--- config.mk ---
export PLATFORM = sky130hd
export DESIGN_NAME = dspp_scale
export DESIGN_NICKNAME = d
export VERILOG_FILES = /design/src/hdl/delayed_sinc_pulse_player_core_assert.svh /design/src/hdl/dspp_pkg.sv /design/src/hdl/dspp_scale.sv
export SDC_FILE = /design/constraint.sdc
export NUM_CORES = 2
export LEC_CHECK = 0
export ABC_AREA = 1
export ABC_CLOCK_PERIOD_IN_PS = 6100
export CAP_MARGIN = 0
export CORE_MARGIN = 2
export CORE_UTILIZATION = 39
export DETAILED_ROUTE_END_ITERATION = 10
export DONT_BUFFER_PORTS = 1
export MAX_ROUTING_LAYER = met4
export PLACE_DENSITY_LB_ADDON = 0.3
export SETUP_SLACK_MARGIN = 0.1
export SLEW_MARGIN = 20
export SYNTH_ARGS = -nofsm -noshare
export SYNTH_HDL_FRONTEND = slang
export SYNTH_SLANG_ARGS = --single-unit
--- constraint.sdc ---
create_clock -name clk -period 6.1 [get_ports clk]
set_clock_uncertainty 0.2 [all_clocks]
set_input_delay 0.305 -clock clk [delete_from_list [all_inputs] [get_ports clk]]
set_output_delay 0.305 -clock clk [all_outputs]
set_load 0.02 [all_outputs]
--- src/hdl/delayed_sinc_pulse_player_core_assert.svh ---
// assertion macros shared by the pulse player modules
`ifndef DELAYED_SINC_PULSE_PLAYER_CORE_ASSERT_SVH
`define DELAYED_SINC_PULSE_PLAYER_CORE_ASSERT_SVH

// consequent checked in the same cycle as the antecedent
`define DSPP_ASSERT_NOW(lbl, clk, rst_n, ante, cons, msg) \
	lbl: assert property (@(posedge clk) disable iff (!rst_n) (ante) |-> (cons)) \
		else $error(msg);

// consequent checked in the cycle after the antecedent
`define DSPP_ASSERT_NEXT(lbl, clk, rst_n, ante, cons, msg) \
	lbl: assert property (@(posedge clk) disable iff (!rst_n) (ante) |=> (cons)) \
		else $error(msg);

`endif

--- src/hdl/dspp_pkg.sv ---
`timescale 1ns / 1ps
`default_nettype none

package dspp_pkg;

	// pulse table
	localparam int TABLE_DEPTH = 4096;
	localparam int TAB_AW      = $clog2(TABLE_DEPTH);

	// field widths
	localparam int MODE_W  = 2;
	localparam int ADDR_W  = 12;
	localparam int SAMP_W  = 16;
	localparam int DELAY_W = 14;
	localparam int RATIO_W = 13;
	localparam int SPP_W   = 13;
	localparam int AMP_W   = 15;

	// table length in use and the dividend of the modulo unit
	localparam int LEN_W     = RATIO_W + SPP_W;
	localparam int MOD_W     = LEN_W + 1;
	localparam int MOD_CNT_W = $clog2(MOD_W + 1);

	// full-scale amplitude
	localparam int FULL_SCALE = 32'h7FFF;

	// stream widths
	localparam int S_TDATA_W = 64;
	localparam int M_TDATA_W = 2 * SAMP_W;

	// command queue
	localparam int FIFO_DEPTH = 4;
	localparam int FIFO_AW    = $clog2(FIFO_DEPTH);
	localparam int FIFO_CW    = FIFO_AW + 1;

	// apb port
	localparam int APB_DW    = 32;
	localparam int PADDR_W   = 5;
	localparam int REG_IDX_W = PADDR_W - 2;

	// item modes
	localparam logic [MODE_W-1:0] MODE_LOAD  = 2'd0;
	localparam logic [MODE_W-1:0] MODE_START = 2'd1;
	localparam logic [MODE_W-1:0] MODE_EMIT  = 2'd2;

	// pulse kinds
	localparam logic KIND_TRANSMIT = 1'b0;
	localparam logic KIND_TEMPLATE = 1'b1;

	// register indexes
	localparam logic [REG_IDX_W-1:0] REG_RATIO = 3'd0;
	localparam logic [REG_IDX_W-1:0] REG_SPP   = 3'd1;
	localparam logic [REG_IDX_W-1:0] REG_AMP   = 3'd2;
	localparam logic [REG_IDX_W-1:0] REG_I_EN  = 3'd3;
	localparam logic [REG_IDX_W-1:0] REG_KIND  = 3'd4;

	typedef struct packed {
		logic [RATIO_W-1:0] ratio;
		logic [SPP_W-1:0]   spp;
		logic [AMP_W-1:0]   amp;
		logic               i_en;
		logic               kind;
	} cfg_t;

	localparam cfg_t CFG_RESET = '{
		ratio: 13'd1,
		spp:   13'd64,
		amp:   15'h7FFF,
		i_en:  1'b1,
		kind:  KIND_TRANSMIT
	};

	typedef struct packed {
		logic [MODE_W-1:0]  kind;
		logic [ADDR_W-1:0]  addr;
		logic [SAMP_W-1:0]  re;
		logic [SAMP_W-1:0]  im;
		logic [DELAY_W-1:0] dly;
	} cmd_t;

endpackage

`default_nettype wire

--- src/hdl/dspp_scale.sv ---
`timescale 1ns / 1ps
`default_nettype none

module dspp_scale (
	input  logic                               clk,
	input  logic                               arst_n,
	input  logic                               in_vld,
	input  logic signed [dspp_pkg::SAMP_W-1:0] in_i,
	input  logic signed [dspp_pkg::SAMP_W-1:0] in_q,
	input  logic                               in_last,
	input  logic [dspp_pkg::AMP_W-1:0]         amp,
	output logic                               adv,
	output logic                               m_tvalid,
	input  logic                               m_tready,
	// i_sample, q_sample
	output logic [dspp_pkg::M_TDATA_W-1:0]     m_tdata,
	output logic                               m_tlast
);

	localparam int PROD_W = dspp_pkg::SAMP_W + dspp_pkg::AMP_W + 1;
	localparam int Q_W    = dspp_pkg::SAMP_W + 1;

	logic signed [dspp_pkg::AMP_W:0]    amp_s;
	logic                               vld_s2;
	logic                               last_s2;
	logic signed [PROD_W-1:0]           prod_i_s2;
	logic signed [PROD_W-1:0]           prod_q_s2;
	logic                               vld_s3;
	logic                               last_s3;
	logic [dspp_pkg::SAMP_W-1:0]        i_s3;
	logic [dspp_pkg::SAMP_W-1:0]        q_s3;

	// product over 32767 truncated toward zero: split at 2^15 and fix up the remainder
	function automatic logic [dspp_pkg::SAMP_W-1:0] div_full_scale(
		input logic signed [PROD_W-1:0] p
	);
		logic [PROD_W-1:0] mag;
		logic [Q_W-1:0]    q1;
		logic [Q_W-1:0]    r1;
		logic [Q_W-1:0]    q;
		mag = p[PROD_W-1] ? PROD_W'(-p) : PROD_W'(p);
		q1  = Q_W'(mag >> dspp_pkg::AMP_W);
		r1  = Q_W'(mag[dspp_pkg::AMP_W-1:0]) + q1;
		priority if (r1 >= Q_W'(2 * dspp_pkg::FULL_SCALE)) q = q1 + Q_W'(2);
		else if (r1 >= Q_W'(dspp_pkg::FULL_SCALE))        q = q1 + Q_W'(1);
		else                                               q = q1;
		return p[PROD_W-1] ? dspp_pkg::SAMP_W'(-q) : dspp_pkg::SAMP_W'(q);
	endfunction

	// whole pipeline moves unless the output register is held
	assign adv      = !vld_s3 || m_tready;
	assign amp_s    = $signed({1'b0, amp});
	assign m_tvalid = vld_s3;
	assign m_tlast  = last_s3;
	assign m_tdata  = {q_s3, i_s3};

	always_ff @(posedge clk or negedge arst_n) begin
		if (!arst_n) begin
			vld_s2 <= 1'b0;
			vld_s3 <= 1'b0;
		end else if (adv) begin
			vld_s2 <= in_vld;
			vld_s3 <= vld_s2;
		end
	end

	// multiply, then divide by full scale
	always_ff @(posedge clk) begin
		if (adv) begin
			prod_i_s2 <= in_i * amp_s;
			prod_q_s2 <= in_q * amp_s;
			last_s2   <= in_last;
			i_s3      <= div_full_scale(prod_i_s2);
			q_s3      <= div_full_scale(prod_q_s2);
			last_s3   <= last_s2;
		end
	end

endmodule

`default_nettype wire

==> out/results.ini <==
[synth]
synth_fa_ha_area_frac=0.428
synth-simple-area-share=0.238
yosys.area.top_type=fa_1
netlist_area_mm2=0.0290
ys_seq_elements=100
synth_mux_area_frac=0
synth_top_family_by_area=adder cells
synth_area_leaders=fa_1, nand2_1, inv_1, edfxtp_1, ha_1
synth_top_area_share=0.341
synth_xor_area_frac=0.0482
synth.distinct_cells=53
synth.yosys.warnings=0
synth_cells=3858
syn-num-nets=4606
synth_area_per_cell_um2=7.51
synth_compound_area_frac=0.0330
synth-seq-area-share=0.103

[sta]
period_needed_ps=5620
worstMarginPinSlew_ps=869
period_share=0.921
grt_setup_unrepaired=true
setup_violations=0
fin_tns_setup_ps=0
worst_slack_ps=481
maxSlewViolCount=0
max_slew_margin=0.421
fmax_ghz=0.178
finalHoldViolCount=0

[setup_path]
crit_path_top_delay_cell=fa_1
worstPathRequired_ps=6040
crit_fanout=32
worstPathArrival_ps=5560
end_kind=flop
critPathKind=in -> reg
cp-start-kind=primary input
cp_common_cell=fa_1
cp_slowest_stage_delay_ps=570

[global_routing]
antenna_found_initial=1
grt_usage=0.194
grt_max_degree=56
overflow=0
grt_pass1_vias=23272
grt_pass1_wl_um=118000

[die]
start_util=0.396
ios=87
num_rows=99
core_region_area_mm2=0.0732
fp.dieH_um=277
die_area_mm2=0.0765
die_x_um=277

[finish]
multiInputGateArea_mm2=0.0217
layout.nets=4560
fillers=7447
fin_util=0.415
n_antenna_cell=0
finalInstanceArea_mm2=0.0304
register_area_mm2=0.00299
area_growth_pct=4.82
layout-drive-gt1-share=0.0440

[clock_tree]
numCtsBuffers=9
cts_num_sinks=100
clkTransAtPathRegs_ps=80
cts_buffer_depth=2
htreeDepth=3
clock_latency_ps=390
cts_root_buffer=clkbuf_16
cts_tree=done

[place]
port_buffers=0
place_area_mm2=0.0300
gp_congestion=0.889
dp_hpwl_um=57200
post-place-ws_ps=11.3

[detailed_routing]
routedWlPerCell_um=14.5
wl_um=69200
first_pass_iters=5
vias=22799
ant_nets=0
drt_iter0_drc=1446
avgViaCountPerCell=4.77
drc_errors=0

[status]
status=finished, final reports clean

[run]
max-cap-violations=0

[worst_hold_path]
min_path_type=in -> reg

final cells by class:
cell class	count	area share
well taps	959	0.0395
multi-input cells	2625	0.714
clock buffers	10	0.00754
repair buffers	37	0.00988
flip-flops and latches	100	0.0985
inverters	1039	0.129
clock inverters	6	0.00235
synth_stat cells, drive strengths merged:
cell type  count
nand2       1113
inv         1038
fa           494
nor2         212
ha           202
nand3        197
xor2         101
edfxtp        98
a21oi         90
clkbuf        80
o21ai         59
xnor2         49
nand4         46
nand3b        18
buf           14
nor3          12
a21boi         5
o21bai         5
or2            4
a21o           3
a31oi          3
and2           3
dfrtp          2
nor4           2
o2111ai        2
a211oi         1
clkinv         1
o211ai         1
o21a           1
o22ai          1
o31ai          1
flip-flops by register name (all words and copies together), names as in the netlist:
| signal | count |
|---|---|
| vld_s2 | 1 |
| prod_q_s2 | 32 |
| m_tlast | 1 |
| q_s3 | 16 |
| i_s3 | 16 |
| m_tvalid | 1 |
| prod_i_s2 | 32 |
| last_s2 | 1 |
cell families after synthesis:
family	count (synthesis)
buffers and inverters	1133
AOI/OAI and AO/OA	172
xor gates and xnor gates	150
and+or+nand+nor	1607
adders and majority gates	696
DFF	100
what timing repair did:
action / in CTS / in global routing
hold buffers: 9 / 0
buffers inserted: 0 / 0
endpoints found under the hold margin: 7 / 0
setup endpoints to repair: 0 / 3
resized for setup: 0 / 3
placed cells by master, fill, tap and decap left out, types with 9 or more instances in the layout:
cell type,n
a21oi_1,87
buf_4,28
clkbuf_16,9
dlygate4sd3_1,9
edfxtp_1,98
fa_1,493
ha_1,202
inv_1,1024
inv_2,11
nand2_1,1064
nand2_2,41
nand3_1,185
nand3_2,12
nand3b_1,18
nand4_1,44
nor2_1,177
nor2_2,27
nor3_1,10
o21ai_0,47
o21ai_1,10
xnor2_1,47
xor2_1,98
metrics by stage:
| stage | cells | hold WS (ps) |
|---|---|---|
| after detailed placement | 4751 | -191 |
| after global routing | 4776 | 58.2 |
| final | 4776 | 43.0 |
| after floorplan | 3858 | -191 |
| after CTS | 4776 | 12.3 |
| after global placement | 4751 | -191 |
worst paths after layout:
path	start	end	slack [ps]	cells after the start
max	amp[1]	prod_i_s2[30]	480	25
min in group asynchronous	arst_n	m_tvalid	480	2
min reg2reg	last_s2	m_tlast	220	0
min	in_q[1]	prod_q_s2[1]	40	3
max in group asynchronous	arst_n	m_tvalid	5100	2
max reg2reg	prod_q_s2[0]	q_s3[8]	720	34
worst max-delay path, delay by kind of cell:
kind	cells	cell delay (ps)
xor+xnor	1	70
compound gates	6	1040
fa+ha+maj	7	3370
simple gates	7	560
buf+inv	4	200
metal layers:
metal	vias to the layer above	part of all wire	track usage
met5	-	0	-
met4	0	0.013	0.0383
met3	60	0.051	0.0235
met2	504	0.45	0.307
met1	11004	0.48	0.269
li1	11231	-	-
Power is left out: the tool's default activity adds up to more than one toggle a clock period on the data nets, which glitch-free logic cannot reach.
