===== config.mk =====
export PLATFORM = sky130hd
export DESIGN_NAME = dspp_fifo
export DESIGN_NICKNAME = d
export VERILOG_FILES = /design/src/hdl/dspp_pkg.sv /design/src/hdl/dspp_fifo.sv
export VERILOG_INCLUDE_DIRS = /design/src /design/src/hdl
export SDC_FILE = /design/constraint.sdc
export NUM_CORES = 1
export LEC_CHECK = 0
export CAP_MARGIN = 20
export CORE_MARGIN = 2
export CORE_UTILIZATION = 45
export CTS_CLUSTER_DIAMETER = 40
export DETAILED_ROUTE_END_ITERATION = 10
export DONT_BUFFER_PORTS = 1
export GPL_TIMING_DRIVEN = 0
export PLACE_DENSITY = 0.61
export SLEW_MARGIN = 20
export SYNTH_ARGS = -nofsm -noshare
export SYNTH_HDL_FRONTEND = slang
export SYNTH_SLANG_ARGS = --single-unit
export TNS_END_PERCENT = 5

===== constraint.sdc =====
create_clock -name clk -period 2.8 [get_ports clk]
set_clock_uncertainty 0.1 [all_clocks]
set_input_delay 0.56 -clock clk [delete_from_list [all_inputs] [get_ports clk]]
set_output_delay 0.56 -clock clk [all_outputs]
set_load 0.1 [all_outputs]

===== src/hdl/delayed_sinc_pulse_player_core_assert.svh =====
// assertion macros shared by the pulse player modules
`ifndef DELAYED_SINC_PULSE_PLAYER_CORE_ASSERT_SVH
`define DELAYED_SINC_PULSE_PLAYER_CORE_ASSERT_SVH

// consequent checked in the same cycle as the antecedent
`define DSPP_ASSERT_NOW(lbl, clk, rst_n, ante, cons, msg) \
	lbl: assert property (@(posedge clk) disable iff (!rst_n) (ante) |-> (cons)) \
		else $error(msg);

// consequent checked in the cycle after the antecedent
`define DSPP_ASSERT_NEXT(lbl, clk, rst_n, ante, cons, msg) \
	lbl: assert property (@(posedge clk) disable iff (!rst_n) (ante) |=> (cons)) \
		else $error(msg);

`endif


===== src/hdl/dspp_pkg.sv =====
`timescale 1ns / 1ps
`default_nettype none

package dspp_pkg;

	// pulse table
	localparam int TABLE_DEPTH = 4096;
	localparam int TAB_AW      = $clog2(TABLE_DEPTH);

	// field widths
	localparam int MODE_W  = 2;
	localparam int ADDR_W  = 12;
	localparam int SAMP_W  = 16;
	localparam int DELAY_W = 14;
	localparam int RATIO_W = 13;
	localparam int SPP_W   = 13;
	localparam int AMP_W   = 15;

	// table length in use and the dividend of the modulo unit
	localparam int LEN_W     = RATIO_W + SPP_W;
	localparam int MOD_W     = LEN_W + 1;
	localparam int MOD_CNT_W = $clog2(MOD_W + 1);

	// full-scale amplitude
	localparam int FULL_SCALE = 32'h7FFF;

	// stream widths
	localparam int S_TDATA_W = 64;
	localparam int M_TDATA_W = 2 * SAMP_W;

	// command queue
	localparam int FIFO_DEPTH = 4;
	localparam int FIFO_AW    = $clog2(FIFO_DEPTH);
	localparam int FIFO_CW    = FIFO_AW + 1;

	// apb port
	localparam int APB_DW    = 32;
	localparam int PADDR_W   = 5;
	localparam int REG_IDX_W = PADDR_W - 2;

	// item modes
	localparam logic [MODE_W-1:0] MODE_LOAD  = 2'd0;
	localparam logic [MODE_W-1:0] MODE_START = 2'd1;
	localparam logic [MODE_W-1:0] MODE_EMIT  = 2'd2;

	// pulse kinds
	localparam logic KIND_TRANSMIT = 1'b0;
	localparam logic KIND_TEMPLATE = 1'b1;

	// register indexes
	localparam logic [REG_IDX_W-1:0] REG_RATIO = 3'd0;
	localparam logic [REG_IDX_W-1:0] REG_SPP   = 3'd1;
	localparam logic [REG_IDX_W-1:0] REG_AMP   = 3'd2;
	localparam logic [REG_IDX_W-1:0] REG_I_EN  = 3'd3;
	localparam logic [REG_IDX_W-1:0] REG_KIND  = 3'd4;

	typedef struct packed {
		logic [RATIO_W-1:0] ratio;
		logic [SPP_W-1:0]   spp;
		logic [AMP_W-1:0]   amp;
		logic               i_en;
		logic               kind;
	} cfg_t;

	localparam cfg_t CFG_RESET = '{
		ratio: 13'd1,
		spp:   13'd64,
		amp:   15'h7FFF,
		i_en:  1'b1,
		kind:  KIND_TRANSMIT
	};

	typedef struct packed {
		logic [MODE_W-1:0]  kind;
		logic [ADDR_W-1:0]  addr;
		logic [SAMP_W-1:0]  re;
		logic [SAMP_W-1:0]  im;
		logic [DELAY_W-1:0] dly;
	} cmd_t;

endpackage

`default_nettype wire


===== src/hdl/dspp_fifo.sv =====
`timescale 1ns / 1ps
`default_nettype none
`include "delayed_sinc_pulse_player_core_assert.svh"

module dspp_fifo (
	input  logic                 clk,
	input  logic                 arst_n,
	input  logic                 push,
	input  dspp_pkg::cmd_t       push_cmd,
	output logic                 full,
	output logic                 avail,
	output dspp_pkg::cmd_t       head_cmd,
	input  logic                 pop
);

	dspp_pkg::cmd_t                 slot_q [dspp_pkg::FIFO_DEPTH];
	logic [dspp_pkg::FIFO_AW-1:0]   wr_ptr_q;
	logic [dspp_pkg::FIFO_AW-1:0]   rd_ptr_q;
	logic [dspp_pkg::FIFO_CW-1:0]   cnt_q;

	// occupancy flags
	assign full     = cnt_q == dspp_pkg::FIFO_CW'(dspp_pkg::FIFO_DEPTH);
	assign avail    = cnt_q != '0;
	assign head_cmd = slot_q[rd_ptr_q];

	// pointers and count
	always_ff @(posedge clk or negedge arst_n) begin
		if (!arst_n) begin
			wr_ptr_q <= '0;
			rd_ptr_q <= '0;
			cnt_q    <= '0;
		end else begin
			if (push) wr_ptr_q <= wr_ptr_q + 1'b1;
			if (pop) rd_ptr_q <= rd_ptr_q + 1'b1;
			cnt_q <= cnt_q + dspp_pkg::FIFO_CW'(push) - dspp_pkg::FIFO_CW'(pop);
		end
	end

	// entry storage
	always_ff @(posedge clk) begin
		if (push) slot_q[wr_ptr_q] <= push_cmd;
	end

	`DSPP_ASSERT_NOW(a_push_full, clk, arst_n, push, !full, "queue written while full")
	`DSPP_ASSERT_NOW(a_pop_empty, clk, arst_n, pop, avail, "queue read while empty")
	`DSPP_ASSERT_NEXT(a_cnt_step, clk, arst_n, push && !pop, cnt_q == $past(cnt_q) + dspp_pkg::FIFO_CW'(1), "queue count did not step")

endmodule

`default_nettype wire


==> flow_metrics.py, run 1 <==
metrics = {
    "clock_network": {
        "clock_sinks": 247,
        "cts_buffers": 35,
        "cts.htree.levels": 2,
        "cts_tree": "built",
        "postCtsSetupRepairBufs": 0,
        "clock_path_buffers": 3,
        "cts.clk_slew.worst_paths_ns": 0.06,
        "clk_latency_ns": 0.50,
        "cts.root.buffer_cell": "clkbuf_16",
    },
    "floorplanning": {
        "ioPinCount": 126,
        "row_count": 52,
        "core-area_mm2": 0.0200,
        "initial_core_util_pct": 45.5,
        "die_x_um": 146,
        "fp.dieH_um": 146,
        "die-area_mm2": 0.0214,
    },
    "worst_hold_path": {
        "min_path_type": "input pin to flop",
        "min-delay-start": "pop",
        "hold-path-cell-count": 1,
        "hold_end": "rd_ptr_q[0]",
    },
    "detailed_routing": {
        "drt_iter0_markers": 162,
        "ant_nets": 0,
        "dr.pass1.iters": 4,
        "via_per_inst": 5.32,
        "drc": 0,
        "vias": 3638,
        "wirelength_mm": 15.6,
        "wl_per_cell_um": 22.8,
    },
    "sta": {
        "setup_viol": 0,
        "hold_violations": 0,
        "slew_violations": 0,
        "period_minus_slack_ns": 2.75,
        "fin_ws_ns": 0.0466,
        "tightest_slew_ns": 1.01,
        "maxSlewHeadroom_pct": 32.7,
        "rsz0062_at_grt": "true",
        "finalCritPeriodShare_pct": 98.3,
        "fmax_ghz": 0.363,
    },
    "run_status": {
        "status": "finished, final reports clean",
    },
    "cells_and_area": {
        "drive_above_1_share_pct": 31.4,
        "nets": 460,
        "area_growth_pct": 17.7,
        "antenna_cells": 0,
    },
    "setup_path": {
        "worstRegToRegCells": 4,
        "critPathMaxStageDelay_ns": 1.05,
        "cp_num_buf_inv": 1,
        "r2r-start": "wr_ptr_q[0]",
        "worst_setup_path_start_kind": "flop",
        "slowest_stage": "mux4_1",
        "reg2reg_to": "slot_q[0][38]",
        "cp_data_required_time_ns": 2.14,
        "cp_max_fo": 8,
        "worstSetupPathType": "flop to output pin",
        "path_cells": "buf_6 > mux4_1",
        "arrival_ns": 2.09,
        "rrSetupSlack_ns": 0.96,
        "path_delay_family": "multiplexers",
        "setup.worst_path.end_class": "output pin",
    },
    "synthesis": {
        "yosysSeqAreaShare_pct": 81.0,
        "syn_nets": 419,
        "avgSynthCellArea_um2": 26.2,
        "synth_cell_types": 18,
        "yosys_warnings": 0,
        "syn_area_mm2": 0.00912,
        "synth_compound_area_share_pct": 0.0549,
        "synth_top_family_by_area": "multiplexers",
        "yosys.area_share.simple_pct": 0.494,
        "muxShareOfSynthArea_pct": 14.9,
        "synth-xor-area-share_pct": 0.480,
        "synth_fa_ha_area_share_pct": 1.04,
        "postSynthCellCount": 348,
        "ys_seq_elements": 247,
    },
    "global_routing": {
        "grt.overflow.total": 0,
        "grt.total_usage_pct": 15.1,
        "grt_pass1_wl_mm": 24.4,
        "grt_max_degree": 43,
        "antenna_found_initial": 0,
        "grt_pass1_vias": 4160,
    },
    "placement": {
        "post-dp-hpwl_mm": 9.19,
        "portBuffers": 0,
        "place.gp.congestion": 0.658,
        "place_ws_ns": 0.186,
    },
    "job": {
        "maxCapViolations": 0,
    },
}
synthesized netlist by cell type:
library cell	n	share of area [%]
xor2_1	3	0.29
buf_12	6	1.3
clkbuf_1	1	0.041
inv_1	6	0.25
mux4_1	2	0.58
ha_1	6	0.82
dfrtp_1	7	1.9
o21ai_0	1	0.055
buf_2	6	0.33
xnor2_1	2	0.19
and2_1	4	0.27
edfxtp_1	240	79
buf_6	1	0.12
and3_1	1	0.069
or3_1	1	0.069
mux4_2	58	14
nand2_1	2	0.082
fa_1	1	0.22
placed cells by master, fill, tap and decap left out, types with 3 or more instances in the layout:
cell       netlist  routed
edfxtp_1       240     240
clkinv_1         0       4
ha_1             6       6
clkbuf_16        0      37
inv_1            6       6
buf_12           6       6
mux4_2          58      59
inv_8            0       3
buf_2            6       3
and2_4           0       4
dfrtp_1          7       7
xor2_1           3       3
buf_16           0       4
clkbuf_1         1       8
per-layer routing:
metal / vias up / share of wire (%) / wire, um / global-route usage (%)
li1: 1575 / - / - / -
met1: 1884 / 36 / 5660 / 17.3
met2: 146 / 50 / 7720 / 25.0
met3: 33 / 12 / 1820 / 8.00
met4: 0 / 2.4 / 371 / 4.51
met5: - / 0 / 0 / 0
per-stage QoR:
stage	TNS, ns	hold WS (ns)	cell area (um^2)	std cells	util [%]
finish	0	0.0402	10700	684	53.5
global route	-0.0421	0.0117	10700	684	53.5
CTS	0	0.0147	10700	684	53.5
detailed placement	0	0.165	9580	622	47.8
global placement	-219.76	0.165	9460	618	47.2
floorplan	0	0.164	9120	348	-
sequential cells by signal (all words and copies together) (netlist names):
name and flops:
cnt_q 3, rd_ptr_q 2, slot_q 240, wr_ptr_q 2
layout make-up:
class / count / area, um^2
buffer: 13 / 169
clock buffer: 45 / 956
clock inverter: 17 / 188
fill: 1594 / 9310
inverter: 6 / 22.5
multi-input combinational: 81 / 1550
sequential: 247 / 7380
tap: 270 / 338
timing repair buffer: 5 / 120
repair_timing:
| item | CTS | global route |
|---|---|---|
| setup endpoints to repair | 60 | 21 |
| resized for setup | 2 | 2 |
| endpoints found under the hold margin | 7 | 0 |
| hold buffers | 1 | 0 |
cell families (layout without fill, tap and decap cells):
kind of cell	count (synthesis)	in the layout
flip-flops	247	247
multiplexers	60	60
buffers and inverters	20	86
AND/OR/NAND/NOR	8	8
adder cells (fa/ha/maj)	7	7
XOR/XNOR	5	5
AO/OA/AOI/OAI	1	1
worst max-delay path by stage:
| stage | end | start | slack (ns) | cells after the start |
|---|---|---|---|---|
| 2_1_floorplan | slot_q[2][0] | wr_ptr_q[0] | 0.24 | 3 |
| 3_3_place_gp | slot_q[2][29] | wr_ptr_q[0] | -0.97 | 3 |
| 3_5_place_dp | head_cmd[0] | rd_ptr_q[1] | 0.19 | 3 |
| 4_1_cts | head_cmd[59] | rd_ptr_q[0] | 0.002 | 2 |
| 5_1_grt | head_cmd[59] | rd_ptr_q[0] | -0.03 | 2 |
| 6_report | head_cmd[59] | rd_ptr_q[0] | 0.05 | 2 |
Power of run 1 is left out: the tool's default activity adds up to more than one toggle a clock period on the data nets, which glitch-free logic cannot reach.
==> run 2, diff against run 1 <==
Settings changed: CORE_UTILIZATION 45 to 55, PLACE_DENSITY 0.61 to 0.71.
==> run 2 against run 1 <==
- design area decreased by 3.0%
- utilization increased by 9.9 points
- critical endpoint is now head_cmd[8]
- fmax increased by 2.4%
- setup slack improved by 0.064 ns
- global-route usage increased by 2.9 points
- first-iteration DRC count increased by 86%
- die area decreased by 18%
- count of clock-buffer cells in the layout decreased by 13
- critical path depth increased by 1
- hold slack got worse by 0.0067 ns
- sequential cell count unchanged
- non-clock buffer count unchanged
==> flow_metrics.py, run 2 (synthesized netlist as in run 1, its figures left out) <==
metrics = {
    "detailed_routing": {
        "wirelength_mm": 15.3,
        "wl_per_cell_um": 24.5,
        "drt_iter0_markers": 301,
        "dr.pass1.iters": 4,
        "drc": 0,
        "ant_nets": 0,
        "via_per_inst": 5.79,
        "vias": 3619,
    },
    "sta": {
        "slew_violations": 0,
        "tightest_slew_ns": 1.02,
        "fmax_ghz": 0.372,
        "finalCritPeriodShare_pct": 96.1,
        "setup_viol": 0,
        "maxSlewHeadroom_pct": 32.0,
        "rsz0062_at_grt": "false",
        "hold_violations": 0,
        "period_minus_slack_ns": 2.69,
        "fin_ws_ns": 0.110,
    },
    "global_routing": {
        "antenna_found_initial": 0,
        "grt_pass1_wl_mm": 23.9,
        "grt.total_usage_pct": 18.0,
        "grt_pass1_vias": 4083,
        "grt_max_degree": 42,
        "grt.overflow.total": 0,
    },
    "clock_network": {
        "cts.htree.levels": 1,
        "clock_sinks": 247,
        "cts.root.buffer_cell": "clkbuf_16",
        "clk_latency_ns": 0.52,
        "cts_tree": "built",
        "cts_buffers": 29,
        "cts.clk_slew.worst_paths_ns": 0.06,
        "clock_path_buffers": 3,
    },
    "placement": {
        "place_ws_ns": 0.257,
        "dp.cells": 572,
        "place.gp.congestion": 0.648,
        "post-dp-hpwl_mm": 9.41,
        "portBuffers": 0,
    },
    "cells_and_area": {
        "drive_above_1_share_pct": 31.4,
        "fin_cells": 625,
        "area_growth_pct": 14.1,
        "final_common_cell": "edfxtp_1",
        "layout_common_cells": "240 x edfxtp_1, 60 x mux4_2, 29 x clkbuf_16, 8 x buf_12, 7 x dfrtp_1",
        "largest_registers": "slot_q x240, cnt_q x3",
        "antenna_cells": 0,
        "nets": 454,
        "largest_reg_flops": 240,
        "regMostFlops": "slot_q",
    },
    "setup_path": {
        "setup.worst_path.end_class": "output pin",
        "cp_max_fo": 10,
        "cp_data_required_time_ns": 2.14,
        "critPathMaxStageDelay_ns": 0.79,
        "cp_num_buf_inv": 2,
        "worst_setup_path_start_kind": "flop",
        "path_cells": "buf_6 > buf_12 > mux4_2",
        "slowest_stage": "mux4_2",
        "arrival_ns": 2.03,
        "worstSetupPathType": "flop to output pin",
        "path_delay_family": "multiplexers",
    },
    "floorplanning": {
        "row_count": 47,
        "fp.dieH_um": 133,
        "die-area_mm2": 0.0176,
        "die_x_um": 133,
        "core-area_mm2": 0.0164,
        "ioPinCount": 126,
        "initial_core_util_pct": 55.6,
    },
    "job": {
        "maxCapViolations": 0,
    },
    "worst_hold_path": {
        "min_path_type": "input pin to flop",
    },
    "run_status": {
        "status": "finished, final reports clean",
    },
}
## run 2: cell types whose count changed in the layout (fill, tap and decap cells not counted), moves of 3 or more
| cell | delta |
|---|---|
| clkinvlp_4 | +3 |
| clkbuf_16 | -8 |
| buf_2 | -3 |
| inv_8 | -3 |
| clkbuf_1 | -5 |
| clkbuf_4 | +4 |
| clkinv_2 | +5 |
## run 2: area by class of cell
type	instances	area (um^2)
flip-flops and latches	247	7380
fillers	1064	6000
multi-input cells	81	1550
clock buffers	32	737
well taps	220	275
plain buffers	13	176
clock inverters	21	156
repair buffers	5	105
inverters	6	22.5
## run 2: final timing paths
kind                             startpoint       endpoint  slack, ns  cells after the start
worst min register to register  wr_ptr_q[0]    wr_ptr_q[0]       0.45                      1
max in group asynchronous            arst_n    wr_ptr_q[1]       2.06                      1
worst max-delay path            rd_ptr_q[0]    head_cmd[8]       0.11                      3
worst min-delay path                   push    wr_ptr_q[0]       0.03                      1
worst max register to register  wr_ptr_q[1]  slot_q[1][15]       0.96                      4
min in group asynchronous            arst_n    wr_ptr_q[0]       0.28                      1
## run 2: metrics by stage
stage | util (%) | instance area, um^2 | TNS, ns | hold WS (ns)
3_3_place_gp | 57.2 | 9390 | -197.80 | 0.165
6_report | 63.4 | 10400 | 0 | 0.0335
4_1_cts | 63.4 | 10400 | -1.39 | 0.0102
5_1_grt | 63.4 | 10400 | 0 | 0.00488
3_5_place_dp | 57.9 | 9500 | 0 | 0.165
2_1_floorplan | - | 9120 | 0 | 0.164
## run 2: worst register-to-register path, cell delays in order (launching register included)
cell     delay, ns
dfrtp_1       0.42
inv_1         0.11
ha_1          0.16
and2_4        0.42
buf_12        0.30
## run 2: repair_timing
| item | in CTS | in global routing |
|---|---|---|
| resized for setup | 1 | 7 |
| hold buffers | 1 | 0 |
| buffers inserted | 0 | 0 |
| endpoints found under the setup margin | 53 | 60 |
| endpoints found under the hold margin | 7 | 0 |
## run 2: per-layer routing
layer	vias up	track usage (%)	share of wire [%]
met5	-	0	0
met4	0	4.54	1.6
met3	23	7.24	9.8
met2	125	30.9	52
met1	1915	21.5	37
li1	1556	-	-
Power of run 2 is left out for the same reason.
