### config.mk
export PLATFORM = sky130hd
export DESIGN_NAME = dspp_front
export DESIGN_NICKNAME = d
export VERILOG_FILES = /design/src/hdl/delayed_sinc_pulse_player_core_assert.svh /design/src/hdl/dspp_pkg.sv /design/src/hdl/dspp_front.sv
export SDC_FILE = /design/constraint.sdc
export NUM_CORES = 1
export LEC_CHECK = 0
export BUFFER_PORTS_ARGS = -buffer_cell sky130_fd_sc_hd__buf_4
export CAP_MARGIN = 30
export CORE_AREA = 10 10 77 79
export CTS_CLUSTER_DIAMETER = 40
export DETAILED_ROUTE_END_ITERATION = 8
export DIE_AREA = 0 0 87 89
export GPL_TIMING_DRIVEN = 0
export PLACE_DENSITY = 0.79
export SETUP_SLACK_MARGIN = 0.15
export SYNTH_ARGS = -nofsm -noshare
export SYNTH_HDL_FRONTEND = slang
export SYNTH_SLANG_ARGS = --single-unit
### constraint.sdc
create_clock -name clk -period 4.5 [get_ports clk]
set_input_delay 0.9 -clock clk [delete_from_list [all_inputs] [get_ports clk]]
set_output_delay 0.9 -clock clk [all_outputs]
set_load 0.03 [all_outputs]
### src/hdl/delayed_sinc_pulse_player_core_assert.svh
// assertion macros shared by the pulse player modules
`ifndef DELAYED_SINC_PULSE_PLAYER_CORE_ASSERT_SVH
`define DELAYED_SINC_PULSE_PLAYER_CORE_ASSERT_SVH

// consequent checked in the same cycle as the antecedent
`define DSPP_ASSERT_NOW(lbl, clk, rst_n, ante, cons, msg) \
	lbl: assert property (@(posedge clk) disable iff (!rst_n) (ante) |-> (cons)) \
		else $error(msg);

// consequent checked in the cycle after the antecedent
`define DSPP_ASSERT_NEXT(lbl, clk, rst_n, ante, cons, msg) \
	lbl: assert property (@(posedge clk) disable iff (!rst_n) (ante) |=> (cons)) \
		else $error(msg);

`endif

### src/hdl/dspp_pkg.sv
`timescale 1ns / 1ps
`default_nettype none

package dspp_pkg;

	// pulse table
	localparam int TABLE_DEPTH = 4096;
	localparam int TAB_AW      = $clog2(TABLE_DEPTH);

	// field widths
	localparam int MODE_W  = 2;
	localparam int ADDR_W  = 12;
	localparam int SAMP_W  = 16;
	localparam int DELAY_W = 14;
	localparam int RATIO_W = 13;
	localparam int SPP_W   = 13;
	localparam int AMP_W   = 15;

	// table length in use and the dividend of the modulo unit
	localparam int LEN_W     = RATIO_W + SPP_W;
	localparam int MOD_W     = LEN_W + 1;
	localparam int MOD_CNT_W = $clog2(MOD_W + 1);

	// full-scale amplitude
	localparam int FULL_SCALE = 32'h7FFF;

	// stream widths
	localparam int S_TDATA_W = 64;
	localparam int M_TDATA_W = 2 * SAMP_W;

	// command queue
	localparam int FIFO_DEPTH = 4;
	localparam int FIFO_AW    = $clog2(FIFO_DEPTH);
	localparam int FIFO_CW    = FIFO_AW + 1;

	// apb port
	localparam int APB_DW    = 32;
	localparam int PADDR_W   = 5;
	localparam int REG_IDX_W = PADDR_W - 2;

	// item modes
	localparam logic [MODE_W-1:0] MODE_LOAD  = 2'd0;
	localparam logic [MODE_W-1:0] MODE_START = 2'd1;
	localparam logic [MODE_W-1:0] MODE_EMIT  = 2'd2;

	// pulse kinds
	localparam logic KIND_TRANSMIT = 1'b0;
	localparam logic KIND_TEMPLATE = 1'b1;

	// register indexes
	localparam logic [REG_IDX_W-1:0] REG_RATIO = 3'd0;
	localparam logic [REG_IDX_W-1:0] REG_SPP   = 3'd1;
	localparam logic [REG_IDX_W-1:0] REG_AMP   = 3'd2;
	localparam logic [REG_IDX_W-1:0] REG_I_EN  = 3'd3;
	localparam logic [REG_IDX_W-1:0] REG_KIND  = 3'd4;

	typedef struct packed {
		logic [RATIO_W-1:0] ratio;
		logic [SPP_W-1:0]   spp;
		logic [AMP_W-1:0]   amp;
		logic               i_en;
		logic               kind;
	} cfg_t;

	localparam cfg_t CFG_RESET = '{
		ratio: 13'd1,
		spp:   13'd64,
		amp:   15'h7FFF,
		i_en:  1'b1,
		kind:  KIND_TRANSMIT
	};

	typedef struct packed {
		logic [MODE_W-1:0]  kind;
		logic [ADDR_W-1:0]  addr;
		logic [SAMP_W-1:0]  re;
		logic [SAMP_W-1:0]  im;
		logic [DELAY_W-1:0] dly;
	} cmd_t;

endpackage

`default_nettype wire

### src/hdl/dspp_front.sv
`timescale 1ns / 1ps
`default_nettype none

module dspp_front (
	input  logic                             clk,
	input  logic                             arst_n,
	input  logic                             s_tvalid,
	output logic                             s_tready,
	// table_address, entry_real, entry_imag, delay, zero fill
	input  logic [dspp_pkg::S_TDATA_W-1:0]   s_tdata,
	// mode
	input  logic [dspp_pkg::MODE_W-1:0]      s_tuser,
	output logic                             push,
	output dspp_pkg::cmd_t                   push_cmd,
	input  logic                             full
);

	logic             hld_vld_q;
	dspp_pkg::cmd_t   hld_cmd_q;
	logic             take;
	logic             keep;

	// hold register drains into the queue
	assign s_tready = !hld_vld_q || !full;
	assign take     = s_tvalid && s_tready;
	assign push     = hld_vld_q && !full;
	assign push_cmd = hld_cmd_q;

	// unused mode is accepted and dropped
	always_comb begin
		unique case (s_tuser)
			dspp_pkg::MODE_LOAD,
			dspp_pkg::MODE_START,
			dspp_pkg::MODE_EMIT: keep = 1'b1;
			default:             keep = 1'b0;
		endcase
	end

	always_ff @(posedge clk or negedge arst_n) begin
		if (!arst_n) begin
			hld_vld_q <= 1'b0;
		end else if (s_tready) begin
			hld_vld_q <= take && keep;
		end
	end

	// unpack the transfer
	always_ff @(posedge clk) begin
		if (take) begin
			hld_cmd_q.kind <= s_tuser;
			hld_cmd_q.addr <= s_tdata[dspp_pkg::ADDR_W-1:0];
			hld_cmd_q.re   <= s_tdata[dspp_pkg::ADDR_W +: dspp_pkg::SAMP_W];
			hld_cmd_q.im   <= s_tdata[dspp_pkg::ADDR_W + dspp_pkg::SAMP_W +: dspp_pkg::SAMP_W];
			hld_cmd_q.dly  <= s_tdata[dspp_pkg::ADDR_W + 2 * dspp_pkg::SAMP_W +: dspp_pkg::DELAY_W];
		end
	end

endmodule

`default_nettype wire

==> results.ini, run 1 <==
[global_routing]
antenna_found_initial=0
grt_pass1_wl_um=7893
grt.total_usage_pct=14.23
grt_max_degree=44
overflow=0
grt_pass1_vias=1434

[timing]
hold_violations=0
worst_pin_slew_ns=0.4195
max_freq_mhz=440.2
drv_slew=0
fin_crit_ns=2.272
setup_viol_count_final=0
timing.final.crit_share_pct=50.49
rsz0062_at_grt=no
setup_tns_ns=0
setup_slack_ns=2.228
slew_headroom_pct=72.03
finClkSkew_ns=0.004429

[outcome]
run_status=complete, no violations

[drt]
num_vias=1176
viasPerCell=4.489
routedWlPerCell_um=20.81
wl_um=5452
drtPass1Iterations=6
drtAntennaViolNets=0
drcViolationCount=0
drtIter0Drc=81

[power]
power.leakage_nw=1.329
p_per_area_nw_per_um2=448.8
peakVddDrop_mv=0.2954

[placed_design]
place_ws_ns=2.239
place_hpwl_um=4256
io_buffers=125
gp_congestion=0.7011

[synthesis]
syn_area_um2=1859
yosysUniqueCellTypes=6
synthCells=66
ys_seq_area_share_pct=98.25
synth_nets=136
yosysWarnings=0
synthTopCellsByArea=edfxtp_1 97%, dfrtp_1 1.3%, a22o_2 0.54%, and2b_2 0.47%, nand2_1 0.40%
synth_top_area_cell=edfxtp_1
syn-mean-instance-area_um2=28.17
ys_ff_latch=61
yosysTopAreaCellShare_pct=96.90

[critical_path]
critPathRequiredTime_ns=3.60
path_max_fanout=3
endpoint=push
critPathArrivalTime_ns=1.37
cp-end-kind=primary output
start_kind=primary input
reg2reg_from=hld_vld_q
r2r_end=push_cmd[8]
critical_path_class=in -> out
crit_start=full
regToRegSetupSlack_ns=2.96
ff2ff_path_depth=3

[die]
die_x_um=87
start_util_pct=40.99
die_h_um=89
fp.dieArea_um2=7743
ios=132
rows=25
core_area_um2=4536

[cts]
clk_latency_ns=0.32
cts_resized=0
cts_tree=built
clk_pin_slew_ns=0.06
cts_sinks=61
root_buffer=clkbuf_8
htree_levels=3
hold_buffers=0
cts_buffers=9
cts_setup_buffers=0
max-clock-path-buffers=2

[finish]
layout_commonest_cell=buf_4
diodes=0
mostFrequentLayoutCells=125 x buf_4, 60 x edfxtp_1, 11 x clkbuf_8
drive_gt1_share_pct=69.23
finalNetCount=273
areaGrowthSynthToFinish_pct=67.36

[run]
drv_cap=0

[min_path]
hold_class=in -> async

==> Yosys cell counts <==
library cell,number
a22o_2,1
dfrtp_1,1
and2_1,1
edfxtp_1,60
nand2_1,2
and2b_2,1
==> power breakdown <==
group          leakage (nW)  switching [mW]  internal [mW]  total, mW
sequential            0.586         0.00982          0.666      0.675
clock                 0.116           0.198          0.340      0.538
combinational         0.627           0.106         0.0772      0.183
total                  1.33           0.313           1.08       1.40
==> worst min path at each step <==
stage | slack, ns | depth (start not counted) | endpoint
floorplan | 0.49 | 1 | hld_vld_q
global placement | 0.52 | 1 | hld_vld_q
detailed placement | 0.54 | 1 | hld_vld_q
CTS | 0.33 | 1 | hld_vld_q
global route | 0.31 | 1 | hld_vld_q
finish | 0.34 | 1 | hld_vld_q
==> routing by layer <==
metal | routed length, um | GRT usage [%] | share of wire, %
met1 | 1750 | 12.34 | 32
met2 | 2706 | 22.92 | 50
met3 | 936 | 12.76 | 17
met4 | 59 | 5.302 | 1.1
met5 | 0 | 0 | 0
==> registers in the layout, summed over array words and instances, names as in the netlist <==
signal     flops
hld_vld_q      1
push_cmd      60
==> critical path, cell delays in order <==
cell and delay (ns):
buf_4 0.12, and2b_2 0.20, buf_4 0.15
==> cell families after synthesis <==
family	count (synthesis)	synth area share, %
DFF	61	98.25
and+or+nand+nor	4	1.212
AOI/OAI and AO/OA	1	0.5384
==> final cells by class <==
class	count	area [um2]
well taps	54	67.56
fillers	301	1424
repair buffers	126	958.4
multi-input cells	5	33.78
clock inverters	4	70.07
flip-flops and latches	61	1827
clock buffers	12	155.1
==> metrics by stage <==
step / power (mW) / util (%) / instances / hold WS [ns] / cell area [um2]
after floorplan: 0.7701 / - / 66 / 0.4929 / 1859
after global placement: 0.8659 / 63.17 / 245 / 0.5163 / 2865
after detailed placement: 0.8723 / 63.64 / 246 / 0.5417 / 2887
after CTS: 1.412 / 68.61 / 262 / 0.3268 / 3112
after global routing: 1.453 / 68.61 / 262 / 0.3130 / 3112
final: 1.397 / 68.61 / 262 / 0.3400 / 3112
Note: power is estimated with default switching activity, not from simulation.
==> run 2, diff against run 1 <==
--- a/config.mk
+++ b/config.mk
@@ -7,12 +7,12 @@
 export LEC_CHECK = 0
 export BUFFER_PORTS_ARGS = -buffer_cell sky130_fd_sc_hd__buf_4
 export CAP_MARGIN = 30
-export CORE_AREA = 10 10 77 79
+export CORE_AREA = 10 10 80 82
 export CTS_CLUSTER_DIAMETER = 40
 export DETAILED_ROUTE_END_ITERATION = 8
-export DIE_AREA = 0 0 87 89
+export DIE_AREA = 0 0 90 92
 export GPL_TIMING_DRIVEN = 0
-export PLACE_DENSITY = 0.79
+export PLACE_DENSITY = 0.73
 export SETUP_SLACK_MARGIN = 0.15
 export SYNTH_ARGS = -nofsm -noshare
 export SYNTH_HDL_FRONTEND = slang
==> constraint.sdc (replaced) <==
create_clock -name clk -period 2.1 [get_ports clk]
set_input_delay 0.42 -clock clk [delete_from_list [all_inputs] [get_ports clk]]
set_output_delay 0.42 -clock clk [all_outputs]
set_load 0.03 [all_outputs]
==> run 2 against run 1 <==
Routed wire length down 3.3%. Final cell count up 6.5%. Die area up 6.9%. Count of clock-buffer cells in the layout rose by 2. Critical path type is now reg -> reg. Largest power group unchanged.
==> results.ini, run 2 (synthesis results as in run 1) <==
[global_routing]
grt_pass1_vias=1426  ; was 1434
grt.total_usage_pct=12.85  ; was 14.23%
antenna_found_initial=0  ; unchanged
grt_max_degree=39  ; was 44
grt_pass1_wl_um=7900  ; was 7893 um
overflow=0  ; unchanged

[critical_path]
ff2ff_path_depth=3  ; unchanged
endpoint=push_cmd[58]  ; was push
path_delay_family=simple AND/OR/NAND/NOR gates  ; was buffers and inverters
cp_num_buf_inv=1  ; was 2
slowest_delay_ns=0.52  ; was 0.20 ns
crit_start=hld_vld_q  ; was full
critPathArrivalTime_ns=1.66  ; was 1.37 ns
critPathRequiredTime_ns=2.11  ; was 3.60 ns
crit_cells=3  ; unchanged
worstPathCellList=nand2_1, and2_2, buf_12  ; was buf_4, and2b_2, buf_4
start_kind=flip-flop  ; was primary input
critical_path_class=reg -> reg  ; was in -> out
critPathSlowestCell=and2_2  ; was and2b_2
cp-end-kind=flip-flop  ; was primary output
path_max_fanout=38  ; was 3
r2r_end=push_cmd[58]  ; was push_cmd[8]
regToRegSetupSlack_ns=0.45  ; was 2.96 ns
reg2reg_from=hld_vld_q  ; unchanged

[min_path]
hold_class=in -> reg  ; was in -> async

[timing]
finClkSkew_ns=0.003513  ; was 0.004429 ns
hold_violations=0  ; unchanged
setup_viol_count_final=0  ; unchanged
setup_slack_ns=0.4505  ; was 2.228 ns
timing.final.crit_share_pct=78.55
fin_crit_ns=1.650
slew_headroom_pct=62.61  ; was 72.03%
drv_slew=0  ; unchanged
max_freq_mhz=606.2
rsz0062_at_grt=no  ; unchanged
worst_pin_slew_ns=0.5608  ; was 0.4195 ns
setup_tns_ns=0  ; unchanged

[finish]
layout_commonest_cell=buf_4  ; unchanged
largest_reg_flops=60  ; unchanged
diodes=0  ; unchanged
drive_gt1_share_pct=67.94  ; was 69.23%
mostFrequentLayoutCells=125 x buf_4, 60 x edfxtp_1, 11 x clkbuf_8  ; unchanged
fillerInstances=372  ; was 301
areaGrowthSynthToFinish_pct=66.15  ; was 67.36%
finalNetCount=274  ; was 273

[power]
peakVddDrop_mv=0.5641  ; was 0.2954 mV
power.leakage_nw=1.307  ; was 1.329 nW
p_per_area_nw_per_um2=884.0  ; was 448.8 nW/um2

[drt]
met3_wirelength_um=844  ; was 936 um
viasPerCell=4.222  ; was 4.489
routedWlPerCell_um=18.89  ; was 20.81 um
num_vias=1178  ; was 1176
drtPass1Iterations=3  ; was 6
wl_met1_um=1615  ; was 1750 um
drcViolationCount=0  ; unchanged
wl_met2_um=2767  ; was 2706 um
wl_um=5270  ; was 5452 um
drtAntennaViolNets=0  ; unchanged
routed.top_layer=met4  ; unchanged
drtIter0Drc=48  ; was 81

[placed_design]
place_ws_ns=0.2807  ; was 2.239 ns
io_buffers=125  ; unchanged
gp_congestion=0.6641  ; was 0.7011

[die]
die_h_um=92  ; was 89 um
die_x_um=90  ; was 87 um
fp.dieArea_um2=8280  ; was 7743 um2
rows=26  ; was 25
ios=132  ; unchanged
start_util_pct=37.85  ; was 40.99%
core_area_um2=4912  ; was 4536 um2

[cts]
clk_latency_ns=0.32  ; about the same
hold_buffers=1  ; was 0
clk_pin_slew_ns=0.06  ; about the same
max-clock-path-buffers=2  ; unchanged
cts_tree=built  ; unchanged
root_buffer=clkbuf_8  ; unchanged
cts_buffers=9  ; unchanged
htree_levels=3  ; unchanged
cts_setup_buffers=0  ; unchanged
cts_resized=0  ; unchanged
cts_sinks=61  ; unchanged

[run]
drv_cap=0  ; unchanged

[outcome]
run_status=complete, no violations  ; unchanged

-- run 2: how the worst min path moves through the flow --
| stage | from | to | slack [ns] | depth (start not counted) |
|---|---|---|---|---|
| detailed placement | arst_n | hld_vld_q | 0.20 | 1 |
| global route | s_tdata[49] | push_cmd[5] | 0.23 | 1 |
| floorplan | arst_n | hld_vld_q | 0.12 | 0 |
| global placement | arst_n | hld_vld_q | 0.20 | 1 |
| finish | s_tdata[19] | push_cmd[37] | 0.27 | 1 |
| CTS | s_tdata[0] | push_cmd[46] | 0.25 | 1 |
-- run 2: power by group --
group / switching, mW / total [mW] / leakage [nW] / internal [mW]
logic: 0.225 / 0.391 / 0.631 / 0.167
registers: 0.0202 / 1.45 / 0.586 / 1.43
clock network: 0.402 / 0.892 / 0.0905 / 0.490
-- run 2: routing by layer --
metal / up-vias / GRT usage (%)
met3: 5 / 11.98
met2: 77 / 21.55
met4: 0 / 4.775
li1: 543 / -
met5: - / 0
met1: 553 / 10.30
-- run 2: cell type report --
cell class | count | area, um2 | share of cell area, %
Timing Repair Buffer | 127 | 968.4 | 31.35
Tap cell | 70 | 87.58 | 2.835
Sequential cell | 61 | 1827 | 59.13
Multi-Input combinational cell | 5 | 33.78 | 1.094
Clock buffer | 14 | 162.7 | 5.265
Clock inverter | 2 | 10.01 | 0.3240
-- run 2: metrics by stage --
stage / area, um2 / utilization, % / cells / total power, mW / hold WS [ns]
final: 3089 / 62.89 / 279 / 2.731 / 0.2687
after global routing: 3089 / 62.89 / 279 / 2.844 / 0.2308
after CTS: 3089 / 62.89 / 279 / 2.766 / 0.2534
after detailed placement: 2907 / 59.17 / 262 / 1.869 / 0.2001
after global placement: 2887 / 58.76 / 261 / 1.854 / 0.2009
after floorplan: 1861 / - / 66 / 1.648 / 0.1244
==> run 3, diff against run 2 <==
--- a/config.mk
+++ b/config.mk
@@ -5,6 +5,7 @@
 export SDC_FILE = /design/constraint.sdc
 export NUM_CORES = 1
 export LEC_CHECK = 0
+export ABC_AREA = 1
 export BUFFER_PORTS_ARGS = -buffer_cell sky130_fd_sc_hd__buf_4
 export CAP_MARGIN = 30
 export CORE_AREA = 10 10 80 82
==> constraint.sdc (replaced) <==
create_clock -name clk -period 1.75 [get_ports clk]
set_input_delay 0.35 -clock clk [delete_from_list [all_inputs] [get_ports clk]]
set_output_delay 0.35 -clock clk [all_outputs]
set_load 0.03 [all_outputs]
==> run 3 against run 2 <==
Worst setup slack worse by 0.18 ns. Fmax up 11%. Synthesized cell count up 3.0%. Utilization up 0.15 points. Highest routed layer unchanged. First-iteration DRC count down 17%. Design area up 0.24%. Non-clock buffer count down 1. Critical path type unchanged.
==> results.ini, run 3 <==
[outcome]
run_status=complete, no violations  ; unchanged

[cts]
clk_pin_slew_ns=0.07  ; was 0.06 ns
cts_buffers=9  ; unchanged
clk_latency_ns=0.32  ; about the same
max-clock-path-buffers=2  ; unchanged
cts_sinks=61  ; unchanged
htree_levels=3  ; unchanged
root_buffer=clkbuf_8  ; unchanged
cts_resized=0  ; unchanged
cts_setup_buffers=0  ; unchanged
cts_tree=built  ; unchanged

[timing]
max_freq_mhz=674.3  ; was 606.2 MHz
setup_slack_ns=0.2669  ; was 0.4505 ns
setup_tns_ns=0  ; unchanged
drv_slew=0  ; unchanged
worst_pin_slew_ns=0.6898  ; was 0.5608 ns
timing.final.crit_share_pct=84.75  ; was 78.55%
hold_violations=0  ; unchanged
fin_crit_ns=1.483  ; was 1.650 ns
slew_headroom_pct=54.01  ; was 62.61%
rsz0062_at_grt=no  ; unchanged
finClkSkew_ns=0.008989  ; was 0.003513 ns
setup_viol_count_final=0  ; unchanged

[drt]
wl_um=4930  ; was 5270 um
num_vias=1173  ; was 1178
viasPerCell=4.174  ; was 4.222
drcViolationCount=0  ; unchanged
routedWlPerCell_um=17.54  ; was 18.89 um
drtPass1Iterations=2  ; was 3
drtAntennaViolNets=0  ; unchanged
drtIter0Drc=40  ; was 48

[critical_path]
cp-end-kind=flip-flop  ; unchanged
critPathRequiredTime_ns=1.70  ; was 2.11 ns
start_kind=flip-flop  ; unchanged
worstPathCellList=nand2_2, and2_2  ; was nand2_1, and2_2, buf_12
path_max_fanout=30  ; was 38
slowest_delay_ns=0.61  ; was 0.52 ns
critPathArrivalTime_ns=1.44  ; was 1.66 ns
critPathSlowestCell=and2_2  ; unchanged
critical_path_class=reg -> reg  ; unchanged

[synthesis]
syn-mean-instance-area_um2=27.32  ; was 28.17 um2
synth_commonest_cells=60 x edfxtp_1, 3 x nand2_1  ; was 60 x edfxtp_1, 2 x nand2_1
synth_top_area_cell=edfxtp_1  ; unchanged
yosysTopAreaCellShare_pct=96.97  ; was 96.90%
syn_area_um2=1858  ; was 1859 um2
synth_nets=138  ; was 136
synth-edff-count=60  ; unchanged
synth.most_common_cell=edfxtp_1  ; unchanged
synthTopCellsByArea=edfxtp_1 97%, dfrtp_1 1.3%, nand2_1 0.61%, and2_1 0.34%, nand2_2 0.34%  ; was edfxtp_1 97%, dfrtp_1 1.3%, a22o_2 0.54%, and2b_2 0.47%, nand2_1 0.40%
yosysWarnings=0  ; unchanged
synthCells=68  ; was 66
ys_ff_latch=61  ; unchanged
synthArstFlopShare_pct=1.639  ; unchanged
yosysUniqueCellTypes=7  ; was 6
ys.flop_type=edfxtp_1  ; unchanged
ys_seq_area_share_pct=98.32  ; was 98.25%

[power]
power.leakage_nw=1.314  ; was 1.307 nW
p_per_area_nw_per_um2=1093  ; was 884.0 nW/um2
peakVddDrop_mv=0.6229  ; was 0.5641 mV

[finish]
diodes=0  ; unchanged
final_area_um2=3097  ; was 3089 um2
seq_area_um2=1827  ; unchanged
layout_commonest_cell=buf_4  ; unchanged
final_cell_count_no_fill=281  ; was 279
finalNetCount=276  ; was 274
drive_gt1_share_pct=67.30  ; was 67.94%
mostFrequentLayoutCells=125 x buf_4, 60 x edfxtp_1, 10 x clkbuf_8  ; was 125 x buf_4, 60 x edfxtp_1, 11 x clkbuf_8
largest_reg_flops=60  ; unchanged
fillerInstances=370  ; was 372
areaGrowthSynthToFinish_pct=66.67  ; was 66.15%
multiInputGateArea_um2=37.54  ; was 33.78 um2

[run]
drv_cap=0  ; unchanged

[global_routing]
grt_pass1_wl_um=7258  ; was 7900 um
grt.total_usage_pct=11.70  ; was 12.85%
antenna_found_initial=0  ; unchanged
grt_pass1_vias=1351  ; was 1426
overflow=0  ; unchanged
grt_max_degree=61  ; was 39

[die]
rows=26  ; unchanged
ios=132  ; unchanged
start_util_pct=37.82  ; was 37.85%
core_area_um2=4912  ; unchanged
die_x_um=90  ; unchanged
die_h_um=92  ; unchanged
fp.dieArea_um2=8280  ; unchanged

[placed_design]
place_ws_ns=0.1579  ; was 0.2807 ns
dp.cells=263  ; was 262
gp_congestion=0.6666  ; was 0.6641
io_buffers=125  ; unchanged
place_area_um2=2887  ; was 2907 um2

[min_path]
hold_class=in -> reg  ; unchanged

==> run 3: cell types whose count changed after synthesis <==
cell     change
a22o_2       -1
and2b_2      -1
inv_1        +1
nand2_1      +1
nand2_2      +1
nor2_1       +1
==> run 3: cell families (layout without fill, tap and decap cells) <==
kind of cell	Yosys count	after routing	synth area share, %
DFF	61	61	98.32
and+or+nand+nor	6	7	1.482
buffers and inverters	1	143	0.2018
==> run 3: metrics by stage <==
| stage | total power [mW] | hold slack, ns | util, % |
|---|---|---|---|
| floorplan | 1.977 | 0.05441 | - |
| global placement | 2.220 | 0.1282 | 58.76 |
| detailed placement | 2.230 | 0.1272 | 58.76 |
| CTS | 3.438 | 0.1771 | 62.89 |
| global route | 3.508 | 0.1771 | 63.04 |
| finish | 3.384 | 0.1999 | 63.04 |
==> run 3: metal layers <==
| layer | global-route usage, % | part of all wire, % | up-vias |
|---|---|---|---|
| met4 | 7.162 | 0.83 | 0 |
| met3 | 10.19 | 17 | 5 |
| met2 | 19.13 | 53 | 79 |
| li1 | - | - | 543 |
| met1 | 9.169 | 29 | 546 |
| met5 | 0 | 0 | - |
==> run 3: cell type report <==
| cell class | count | share of cell area, % |
|---|---|---|
| clock inverters | 4 | 1.535 |
| multi-input cells | 7 | 1.212 |
| well taps | 70 | 2.828 |
| inverters | 1 | 0.1212 |
| repair buffers | 126 | 30.63 |
| clock buffers | 12 | 4.687 |
| flip-flops and latches | 61 | 58.99 |
==> run 3: power by group <==
part / leakage [nW] / internal [mW] / switching [mW]
logic: 0.632 / 0.194 / 0.267
registers: 0.586 / 1.71 / 0.0228
clock network: 0.0964 / 0.692 / 0.496
==> run 3: path summary, 6_finish.rpt <==
kind	from	to	slack, ns	depth (start not counted)
worst max-delay path	hld_vld_q	push_cmd[20]	0.27	2
worst max register to register	hld_vld_q	push_cmd[20]	0.27	2
worst min-delay path	s_tdata[43]	push_cmd[29]	0.20	1
max in group asynchronous	arst_n	hld_vld_q	1.33	2
min in group asynchronous	arst_n	hld_vld_q	0.34	2
worst min register to register	hld_vld_q	hld_vld_q	0.56	2
==> run 3: timing repair <==
action,in CTS,in global routing
endpoints found under the hold margin,1,0
endpoints found under the setup margin,0,14
hold buffers,1,0
==> run 3: worst max-delay path: cells and delay by family, from the launching register on <==
kind,cells,cell delay (ns)
AND/OR/NAND/NOR,2,0.71
flip-flops,1,0.40
